`config.mk`:
```
export PLATFORM = sky130hd
export DESIGN_NAME = lgg_cordic
export DESIGN_NICKNAME = d
export VERILOG_FILES = /design/src/sv/lgg_pkg.sv /design/src/sv/lgg_cordic.sv
export SDC_FILE = /design/constraint.sdc
export NUM_CORES = 2
export LEC_CHECK = 0
export BUFFER_PORTS_ARGS = -buffer_cell sky130_fd_sc_hd__buf_2
export CORE_ASPECT_RATIO = 1.2
export CORE_UTILIZATION = 62
export DETAILED_ROUTE_END_ITERATION = 12
export HOLD_SLACK_MARGIN = 0.02
export PLACE_DENSITY = 0.82
export SLEW_MARGIN = 0
export SYNTH_ARGS = -nofsm -noshare
export SYNTH_HDL_FRONTEND = slang
export SYNTH_SLANG_ARGS = --single-unit
```
`constraint.sdc`:
```
create_clock -name clk -period 8.2 [get_ports clk]
set_input_delay 0.41 -clock clk [delete_from_list [all_inputs] [get_ports clk]]
set_output_delay 0.41 -clock clk [all_outputs]
set_load 0.01 [all_outputs]
```
`src/sv/lgg_pkg.sv`:
```
// shared types, constants and arithmetic helpers for the lateral offset goal generator
package lgg_pkg;

  localparam int MAX_PATHS          = 16;
  localparam int CORDIC_STAGES_DEF  = 16;
  localparam int CW                 = 34;
  localparam int NMAX               = (MAX_PATHS < 16) ? MAX_PATHS : 16;
  localparam logic signed [CW-1:0] CORDIC_X0 = 34'sh026DD3B6A;

  localparam int CFG_IDX_W = 2;
  localparam logic [CFG_IDX_W-1:0] CFG_NUM_PATHS   = 2'd0;
  localparam logic [CFG_IDX_W-1:0] CFG_LAT_SPACING = 2'd1;

  typedef struct packed {
    logic               action;
    logic signed [31:0] ego_x;
    logic signed [31:0] ego_y;
    logic signed [31:0] ego_z;
    logic signed [15:0] ego_yaw;
    logic signed [31:0] goal_x;
    logic signed [31:0] goal_y;
    logic signed [31:0] goal_z;
    logic signed [15:0] goal_yaw;
  } in_t;

  typedef struct packed {
    logic signed [31:0] out_x;
    logic signed [31:0] out_y;
    logic signed [31:0] out_z;
    logic signed [15:0] out_yaw;
    logic [3:0]         path_index;
    logic               last;
  } out_t;

  function automatic logic [31:0] atan_val(input int unsigned k);
    logic [31:0] r;
    case (k)
      0:  r = 32'h20000000;
      1:  r = 32'h12E4051E;
      2:  r = 32'h09FB385B;
      3:  r = 32'h051111D4;
      4:  r = 32'h028B0D43;
      5:  r = 32'h0145D7E1;
      6:  r = 32'h00A2F61E;
      7:  r = 32'h00517C55;
      8:  r = 32'h0028BE53;
      9:  r = 32'h00145F2F;
      10: r = 32'h000A2F98;
      11: r = 32'h000517CC;
      12: r = 32'h00028BE6;
      13: r = 32'h000145F3;
      14: r = 32'h0000A2FA;
      15: r = 32'h0000517D;
      16: r = 32'h000028BE;
      17: r = 32'h0000145F;
      18: r = 32'h00000A30;
      19: r = 32'h00000518;
      20: r = 32'h0000028C;
      21: r = 32'h00000146;
      22: r = 32'h000000A3;
      23: r = 32'h00000051;
      default: r = 32'h0;
    endcase
    return r;
  endfunction

  function automatic logic signed [31:0] sat32(input logic signed [67:0] v);
    logic signed [31:0] r;
    if (v > 68'sd2147483647) r = 32'sh7FFFFFFF;
    else if (v < -68'sd2147483648) r = 32'sh80000000;
    else r = v[31:0];
    return r;
  endfunction

  // round half up from q2.30 scaling, then saturate
  function automatic logic signed [31:0] rnd_sat(input logic signed [67:0] v);
    logic signed [67:0] t;
    t = (v + 68'sd536870912) >>> 30;
    return sat32(t);
  endfunction

endpackage

```
`src/sv/lgg_cordic.sv`:
```
// pipelined rotation-mode cordic producing cosine and sine of a binary angle
module lgg_cordic import lgg_pkg::*; #(
  parameter int STAGES = CORDIC_STAGES_DEF
) (
  input  logic                 clk,
  input  logic                 en,
  input  logic [15:0]          ang,
  output logic signed [CW-1:0] cos_o,
  output logic signed [CW-1:0] sin_o
);

  logic signed [CW-1:0] x_r [0:STAGES];
  logic signed [CW-1:0] y_r [0:STAGES];
  logic signed [CW-1:0] z_r [0:STAGES];
  logic                 f_r [0:STAGES];

  logic signed [31:0] a32;
  logic               pre;
  logic [31:0]        za;

  always_comb begin
    a32 = {ang, 16'h0000};
    pre = (a32 > 32'sd1073741824) || (a32 < -32'sd1073741824);
    // fold into the right half plane, undone by negating the result
    za  = pre ? {~ang[15], ang[14:0], 16'h0000} : {ang, 16'h0000};
  end

  always_ff @(posedge clk) begin
    if (en) begin
      x_r[0] <= CORDIC_X0;
      y_r[0] <= '0;
      z_r[0] <= CW'(signed'(za));
      f_r[0] <= pre;
    end
  end

  genvar k;
  generate
    for (k = 0; k < STAGES; k++) begin : g_stage
      logic signed [CW-1:0] at;
      assign at = CW'(atan_val(k));
      always_ff @(posedge clk) begin
        if (en) begin
          if (!z_r[k][CW-1]) begin
            x_r[k+1] <= x_r[k] - (y_r[k] >>> k);
            y_r[k+1] <= y_r[k] + (x_r[k] >>> k);
            z_r[k+1] <= z_r[k] - at;
          end else begin
            x_r[k+1] <= x_r[k] + (y_r[k] >>> k);
            y_r[k+1] <= y_r[k] - (x_r[k] >>> k);
            z_r[k+1] <= z_r[k] + at;
          end
          f_r[k+1] <= f_r[k];
        end
      end
    end
  endgenerate

  always_ff @(posedge clk) begin
    if (en) begin
      cos_o <= f_r[STAGES] ? -x_r[STAGES] : x_r[STAGES];
      sin_o <= f_r[STAGES] ? -y_r[STAGES] : y_r[STAGES];
    end
  end

endmodule

```
==> impl_metrics.ini <==
[floorplanning]
top_level_ports = 86
dieWidth_um = 413
die_h_um = 495
dieArea_um2 = 204000
rows = 180
core_um2 = 201000
initial_utilization = 0.625

[run_status]
status = completed

[timing]
finalCritPeriodShare = 0.750
fin_skew_ns = 0.0372
fmax_ghz = 0.163
setup_viol_count_final = 0
relSlewSlack = 0.161
fin_setup_tns_ns = 0
period_needed_ns = 6.15
maxSlewViolCount = 0
worst_pin_slew_ns = 1.23
rsz0062_at_grt = false
hold_viol_final = 0

[final_layout]
stdcell_area_um2 = 135000
syn2layout_area_growth_pct = 7.39
drive_gt1_frac = 0.0434
fin_nets = 14500

[synth]
yosysWarningCount = 0
ys_ff_latch = 1530
yosys-top-cells-area = edfxtp_1 (37%), ha_1 (14%), xnor2_1 (8.8%)
synth_top_cell_area_share = 0.366
synthFlopType = edfxtp_1
syn_inst = 12900
avgSynthCellArea_um2 = 9.74
synth_nets = 14300
synth_area_um2 = 126000
yosysSeqAreaShare = 0.366
synth_cell_types = 94
synth_edf_count = 1530
synthArstFlopShare = 0
synth_top_cell_by_area = edfxtp_1

[worst_setup_path]
start_kind = input pin
path_max_fanout = 116
cp-end-kind = flip-flop
r2r_setup_slack_ns = 2.42
worstPathArrival_ns = 6.73
worst-setup-path-type = in2reg
required_ns = 8.78

[routing]
drc = 0
vias_per_cell = 6.37
initialDrtViolationCount = 7862
drtAntennaViolNets = 0
drt-total-wl_um = 323000
wl_per_cell_um = 20.4
first_pass_iters = 9
vias = 101000

[clocking]
insertion_delay_ns = 0.87
cts_buffer_depth = 3
cts_resized = 0
root_buffer = clkbuf_16
clk_pin_slew_worst_paths_ns = 0.06
clock_sinks = 1530
cts_buffers = 167
htreeDepth = 4
cts_tree = built

[global_routing]
grt_overflow_total = 0
grt_pass1_wl_um = 510000
grt_max_degree = 176
antenna_found_initial = 3
grt_usage = 0.309
grt_pass1_vias = 98500

[place]
gp_congestion = 0.985
dp_hpwl_um = 252000
port_buffers = 85
post_dp_cell_area_um2 = 129000

[min_path]
min-delay-path-class = in2reg

[job]
timing.max_cap.violations = 0
layout by cell type (no fill, tap or decap), types with 50 or more instances in the layout:
cell type	synthesis	routed
nor4_1	86	86
nand2_1	682	675
a211oi_1	126	126
a21o_1	658	658
a21oi_1	1308	1308
and2_1	67	67
o21ai_0	716	716
nor2_1	991	991
xnor2_1	1262	1262
mux2i_1	71	71
o31ai_1	144	144
xor2_1	609	609
buf_2	1	84
inv_1	529	527
nand3_1	202	202
o21a_1	184	184
a31oi_1	114	114
nand2b_1	200	200
edfxtp_1	1530	1530
buf_4	0	54
o41ai_1	58	58
ha_1	1379	1379
mux2_2	52	52
or3_1	115	115
a21boi_0	59	59
clkbuf_16	0	169
nor2b_1	177	177
nor3_1	284	284
nand4_1	88	88
or4_1	57	57
and3_1	122	122
o21bai_1	163	163
o211ai_1	50	50
per-layer routing:
metal / vias to the layer above / track usage / wire length [um]
li1: 48300 / - / -
met1: 47900 / 0.355 / 126000
met2: 3499 / 0.549 / 160000
met3: 994 / 0.0396 / 17100
met4: 0 / 0.179 / 20100
met5: - / 0 / 0
path summary, 6_finish.rpt:
kind | from | end | depth (start not counted)
worst min-delay path | ang[3] | z_r[0][19] | 2
worst max-delay path | en | y_r[6][30] | 19
worst max register to register | y_r[10][13] | x_r[11][31] | 19
worst min register to register | z_r[0][22] | z_r[1][22] | 0
state kept, by name, indices dropped and copies added, names as in the netlist:
| signal | count |
|---|---|
| z_r | 450 |
| y_r | 511 |
| cos_o | 34 |
| sin_o | 34 |
| x_r | 484 |
| f_r | 17 |
cell usage after synthesis, drive strengths merged (29+ instances only):
cell type and count:
or4 59, o211ai 51, a21o 658, o21bai 163
nand4 88, nor3 285, a2111oi 30, inv 531
fa 44, a21boi 60, or2 48, a31o 29
nor2 992, a221oi 30, and2 68, nor3b 33
nor4 89, xnor2 1262, a21oi 1308, o21ai 722
a31oi 114, edfxtp 1530, clkbuf 167, nor2b 177
ha 1379, o41ai 61, buf 36, o31ai 145
mux2 52, or3 117, nand3 202, nand2 682
xor2 609, a211oi 126, a211o 30, nand2b 201
mux2i 71, and3 122, o21a 184
cells by family after synthesis:
| group | after synthesis | synth area share |
|---|---|---|
| compound gates | 3956 | 0.200 |
| simple gates | 3247 | 0.126 |
| xor+xnor | 1871 | 0.131 |
| flops | 1530 | 0.366 |
| fa+ha+maj | 1423 | 0.144 |
| buf+inv | 737 | 0.0220 |
| mux | 123 | 0.0103 |
final cells by class:
cell class / count / area [um2]
repair buffers: 159 / 1080
inverters: 534 / 2000
clock inverters: 108 / 1280
multi-input cells: 10600 / 76800
clock buffers: 203 / 4360
well taps: 2639 / 3300
flip-flops and latches: 1530 / 45900
fillers: 15400 / 66100
diodes: 3 / 7.51
repair_timing:
item | in CTS | in global routing
buffers inserted | 0 | 0
hold buffers | 17 | 0
hold endpoints to repair | 32 | 0
stage by stage:
stage | utilization | setup WS (ns) | hold WS [ns] | std cells
6_report | 0.671 | 2.05 | 0.283 | 15800
5_1_grt | 0.671 | 1.58 | 0.254 | 15800
4_1_cts | 0.671 | 2.14 | 0.215 | 15800
3_5_place_dp | 0.642 | 1.91 | 0.405 | 15500
3_3_place_gp | 0.642 | 1.94 | 0.402 | 15500
2_1_floorplan | - | 3.06 | 0.400 | 12900
critical path, stage by stage:
cell and delay, ns:
dlygate4sd3_1 0.58, buf_12 0.39, buf_4 0.65, nand2_2 0.10
inv_1 0.72, nor2_1 0.13, xnor2_1 0.17, ha_1 0.33
nand2b_1 0.06, a21oi_1 0.18, o21ai_0 0.18, a211oi_1 0.41
o21a_1 0.19, o31ai_1 0.15, o41ai_1 0.85, a21oi_1 0.22
o21ai_0 0.41, and2_1 0.25, o311ai_0 0.13
Power is not shown: default switching activity piles up to over one toggle a cycle in this logic, so the estimate is an artifact.
